--- config.mk ---
export PLATFORM = sky130hd
export DESIGN_NAME = npcm_ctrl
export DESIGN_NICKNAME = d
export VERILOG_FILES = /design/src/sv/npcm_pkg.sv /design/src/sv/npcm_ctrl.sv
export SDC_FILE = /design/constraint.sdc
export NUM_CORES = 1
export LEC_CHECK = 0
export ABC_AREA = 0
export BUFFER_PORTS_ARGS = -buffer_cell sky130_fd_sc_hd__buf_2
export CAP_MARGIN = 30
export CORE_AREA = 2 2 39 41
export CTS_CLUSTER_SIZE = 25
export DETAILED_ROUTE_END_ITERATION = 8
export DIE_AREA = 0 0 41 43
export SYNTH_ARGS = -nofsm -noshare
export SYNTH_HDL_FRONTEND = slang
export SYNTH_SLANG_ARGS = --single-unit
--- constraint.sdc ---
create_clock -name clk -period 1.6 [get_ports clk]
set_input_delay 0.24 -clock clk [delete_from_list [all_inputs] [get_ports clk]]
set_output_delay 0.24 -clock clk [all_outputs]
set_load 0.01 [all_outputs]
--- src/sv/npcm_pkg.sv ---
package npcm_pkg;

    // field widths
    localparam int CMD_W   = 1;
    localparam int EIDX_W  = 8;
    localparam int COLOR_W = 24;
    localparam int CHAN_W  = 8;
    localparam int SQ_W    = 16;
    localparam int DIST_W  = 18;
    localparam int COUNT_W = 9;

    localparam logic [COUNT_W-1:0] COUNT_RESET = 9'd1;
    localparam logic [DIST_W-1:0]  MAX_DIST    = 18'd195075;

    // item command codes
    localparam logic [CMD_W-1:0] CMD_LOAD  = 1'b0;
    localparam logic [CMD_W-1:0] CMD_QUERY = 1'b1;

    typedef enum logic [1:0] {
        ST_IDLE,
        ST_SCAN,
        ST_DRAIN,
        ST_FINISH
    } state_t;

    // controller to datapath
    typedef struct packed {
        logic load_entry;
        logic start_query;
        logic issue_read;
        logic load_result;
    } npcm_cmd_t;

    // datapath to controller
    typedef struct packed {
        logic scan_last;
        logic result_done;
    } npcm_status_t;

endpackage

--- src/sv/npcm_ctrl.sv ---
module npcm_ctrl import npcm_pkg::*; (
    input  logic         clk,
    input  logic         rst_n,
    input  logic         in_valid,
    input  logic [CMD_W-1:0] in_cmd,
    output logic         in_ready,
    output logic         out_valid,
    input  logic         out_ready,
    output npcm_cmd_t    ctl,
    input  npcm_status_t sts
);

    state_t state_reg, state_next;
    logic   out_valid_reg, out_valid_next;
    logic   in_xfer;

    // state and result-valid registers
    always_ff @(posedge clk or negedge rst_n)
    begin
        if (!rst_n)
        begin
            state_reg     <= ST_IDLE;
            out_valid_reg <= 1'b0;
        end
        else
        begin
            state_reg     <= state_next;
            out_valid_reg <= out_valid_next;
        end
    end

    assign in_ready  = (state_reg == ST_IDLE);
    assign in_xfer   = in_valid && in_ready;
    assign out_valid = out_valid_reg;

    // next state and commands
    always_comb
    begin
        state_next      = state_reg;
        out_valid_next  = out_valid_reg && !out_ready;
        ctl             = '0;
        unique case (state_reg)
            ST_IDLE:
            begin
                if (in_xfer)
                begin
                    if (in_cmd == CMD_QUERY)
                    begin
                        ctl.start_query = 1'b1;
                        state_next      = ST_SCAN;
                    end
                    else
                    begin
                        ctl.load_entry = 1'b1;
                    end
                end
            end
            ST_SCAN:
            begin
                ctl.issue_read = 1'b1;
                if (sts.scan_last)
                begin
                    state_next = ST_DRAIN;
                end
            end
            ST_DRAIN:
            begin
                if (sts.result_done)
                begin
                    state_next = ST_FINISH;
                end
            end
            ST_FINISH:
            begin
                if (!out_valid_reg || out_ready)
                begin
                    ctl.load_result = 1'b1;
                    out_valid_next  = 1'b1;
                    state_next      = ST_IDLE;
                end
            end
            default:
            begin
                state_next = ST_IDLE;
            end
        endcase
    end

endmodule

# == Word level (Yosys, flattened, before mapping) ==
# Index checks and enable logic that the tools add are counted.
# classes
n_mux,15
n_mul,0
shift,0
n_lt_le_gt_ge,0
add_sub_neg,0
reduce_logical,7
n_eq_ne,8
div_mod_pow,0
n_bitwise,0
# ops
cell,n
2-to-1 mux 2 bit,7
"!= test 2 bit, second input constant",4
one-hot mux 2 bit (4 select lines),1
2-to-1 mux 1 bit,7
AND reduction 5 bit,1
"== test 2 bit, second input constant",2
"== test 2 x 1 -> 1 bit, second input constant",1
logical AND 1 bit,2
logical NOT 1 bit,2
logical NOT 2 bit,1
"!= test 2 x 1 -> 1 bit, second input constant",1
logical OR 1 bit,1
# totals
in_bits,7
mem_bits_ro,0
regBits,3
ram_bits,0
latchBits,0
n_memories,0
word_cells,32
out_inout_bits,6

# == Depth between registers and ports, before layout ==
# logic_depth
word_depth,4
depth_mapped,5
depth_no_buf,5

# == Worst setup path before layout ==
# OpenSTA, ideal clock, no wires.
# synth_path
kind,register -> register
startpoint,register state_reg[0]
endpoint,register state_reg[1]
path_slack_ns,0.021
arrival_time_ns,1.454
required_time_ns,1.475
n_path_buf,0
stages_incl_launch_ff,5
setup_time_ns,0.125
period_less_slack_ns,1.579
path_cell_list,dfrtp_1 ha_1 and3b_1 a2111oi_4 mux2_4
# synth_via
elab_chain_len,4
elab_cells_between_ends,12
classes_between,8 x eq/ne; 1 x mux; 3 x reduce/logical
# synth_lines
element,line_no,source
"start, declared",npcm_ctrl.sv:13,"state_t state_reg, state_next;"
"start signal, assigned",npcm_ctrl.sv:27,state_reg <= state_next;
logical NOT 2 bit,"npcm_ctrl.sv:32, npcm_ctrl.sv:42",
logical AND 1 bit,npcm_ctrl.sv:33,assign in_xfer = in_valid && in_ready;
!= test 2 x 1 -> 1 bit (no line),--,
AND reduction 5 bit (no line),--,
# Several ways; a longest one is shown, not always the timed one.
# A chain may end at the register's enable or synchronous reset.

# == Worst setup path after layout ==
# Same ends and word-level chain as after synthesis.

==> run metrics <==
count leader, synth=ha_1; hold slack=0.302 ns; WHS Path Cells=3; maximum clock rate=between 600 and 700 MHz; outcome=completed; # diodes=0; antenna violations before repair=0; critical path data required time=1.71 ns; hold_sp=out_ready; Die W=slightly above 40 um; post-synthesis cell type count=13; total power=0.853 mW; combinational family with the most area after synthesis=adder cells; pin count of the biggest net entering global routing=5; synth warn=0; worst hold endpoint=out_valid$_DFF_PN0_; worst-skew pair later-pin latency=0.23 ns; RSZ-0062 raised after global routing=true; die area=around 1800 um^2; ranking of synthesized cells by area=dfrtp_1, ha_1, a2111oi_4; top-area cell type share of the netlist area=29.0%; Synth top cells by count=ha_1, dfrtp_1; CTS tree=yes; Routed Antenna Nets=0; Largest register FFs=2; reg2reg end=state_reg[1]$_DFFE_PN0P_; cts bufs inserted=3; Worst path max stage delay=0.40 ns; period utilisation layout=99.9%; IO Port Bufs=12; VDD IR max=0.559 mV; # Max-Cap Violations=0; final setup TNS=0 ns; routed len/inst=8.22 um; detailed-route via count=237; Hold Crit Class=in2reg; initial core utilization=18.7%; worst-path cell chain=buf_6, ha_4, nor2b_4, a2111oi_4, mux2_4; Slew @ Worst Pin=0.295 ns; syn nets=36; Synth Cell Area=259 um^2; GRT overflow=0; final setup vio count=0; Top FF cell, synth=dfrtp_1; multiplexer area fraction after synthesis=9.66%; minimum clock period=1.60 ns; CTS max path bufs=2; Worst Skew=~0.0032 ns; Synth Area in Simple Gates=23.7%; Worst-path clk slew=0.04 ns; RR Startpoint=state_reg[0]$_DFFE_PN0P_; Row Count=14; first-pass GRT wire length=786 um; Slowest-stage cell, CP=dfrtp_1; register area share after synthesis=29.0%; Pre-antenna DRT Iters=1; Root Driver=clkbuf_4; total track usage=7.43%; crit path capture type=flip-flop; Power per Cell Area=1890 nW/um^2; Post-synth EDFFs=0; WL final=518 um; Mapped Cells=24; clock sinks=3; adder-cell share of the synthesized area=24.2%; Synth area leader=dfrtp_1; Final Slew Violations=0; Die Ht=43 um; CP Class=reg2reg; worst r2r path cells=5; slew margin rel.=80.3%; post-synthesis compound-gate area fraction=10.6%; syn_area_per_cell=10.8 um^2; final worst slack=0.00164 ns; Iteration-0 DRC Markers=0; HPWL Detailed=443 um; Yosys reg bits=3; Final Net Count=60; pre-CTS setup slack=-0.00531 ns; Ports=13; H-Tree Level Count=1; Worst R2R Setup Slack=0.002 ns; CP Launch Type=flip-flop; fin util=32.5%; leak pwr=0.239 nW; core area=1380 um^2; routed vias/inst=3.76; drt drc=0; gpl congestion=0.643; share of layout cells above drive strength 1=63.8%; area grow syn2layout=73.9%; Final Hold Viols=0; area share of xor/xnor cells in the synthesized design=0%; async set or reset register ratio after synthesis=100%; crit-path max FO=3; Worst Path Arrival=1.71 ns; vias in the first global route=between 200 and 250
[power breakdown]
group | total (mW) | switching [mW] | internal (mW)
Sequential | 0.158 | 0.0392 | 0.118
Combinational | 0.563 | 0.223 | 0.340
Clock | 0.132 | 0.0387 | 0.0934
Total | 0.853 | 0.301 | 0.552
[area by class of cell]
type                       instances  area (um^2)
sequential                         3         75.1
timing repair buffer              19          119
tap                               16         20.0
inverter                           2         7.51
clock buffer                       4         26.3
fill                             149          933
multi-input combinational         19          203
[per-stage QoR]
step | std cells | cell area (um^2)
global route | 63 | 450
finish | 63 | 450
CTS | 63 | 444
global placement | 57 | 377
floorplan | 24 | 259
detailed placement | 57 | 377
[logic make-up after synthesis]
family	Yosys count
simple gates	11
compound gates	1
buf+inv	2
mux	2
fa+ha+maj	5
flops	3
[critical path: cells and delay by family, from the launching register on]
family / cells / cell delay [ns]
AO/OA/AOI/OAI: 1 / 0.35
buffers and inverters: 1 / 0.13
adder cells (fa/ha/maj): 1 / 0.15
flip-flops: 1 / 0.40
AND/OR/NAND/NOR: 1 / 0.12
multiplexers: 1 / 0.33
[placed cells by master (no fill, tap or decap)]
cell / synthesis / layout
a2111oi_4: 1 / 1
and2_1: 1 / 1
and3_1: 1 / 1
and3b_2: 0 / 1
buf_2: 0 / 12
buf_4: 0 / 5
buf_6: 0 / 1
clkbuf_1: 0 / 1
clkbuf_4: 0 / 3
dfrtp_1: 3 / 3
dlygate4sd3_1: 0 / 1
ha_1: 5 / 2
ha_2: 0 / 2
ha_4: 0 / 1
inv_2: 0 / 2
mux2_4: 1 / 1
mux2i_1: 1 / 1
nand2_1: 2 / 2
nand2b_1: 2 / 2
nor2_1: 2 / 2
nor2b_1: 2 / 1
nor2b_4: 0 / 1
[metal layers]
layer / GRT usage, % / up-vias / routed length, um / share of wire, %
met5: 0 / - / 0 / 0
met4: 8.00 / 0 / 0 / 0
met3: 3.14 / 0 / 46 / 8.9
met2: 10.6 / 9 / 261 / 50
met1: 7.07 / 102 / 210 / 41
li1: - / 126 / - / -
[worst max-delay path by stage]
stage / end / slack, ns / start / cells past startpoint
final: state_reg[1]$_DFFE_PN0P_ / 0.002 / state_reg[0]$_DFFE_PN0P_ / 5
after detailed placement: state_reg[1]$_DFFE_PN0P_ / -0.005 / state_reg[1]$_DFFE_PN0P_ / 4
after global routing: state_reg[0]$_DFFE_PN0P_ / -0.07 / state_reg[0]$_DFFE_PN0P_ / 6
after global placement: state_reg[1]$_DFFE_PN0P_ / 0.007 / state_reg[1]$_DFFE_PN0P_ / 4
after floorplan: state_reg[1]$_DFFE_PN0P_ / 0.02 / state_reg[0]$_DFFE_PN0P_ / 4
after CTS: state_reg[1]$_DFFE_PN0P_ / -0.005 / state_reg[0]$_DFFE_PN0P_ / 5
[what timing repair did]
item	in CTS	in global routing
setup buffers	1	0
setup endpoints to repair	2	5
hold endpoints to repair	3	0
gates resized for setup	6	4
hold buffers	1	0
pin swaps	1	0
Power figures use the tool's default switching activity.
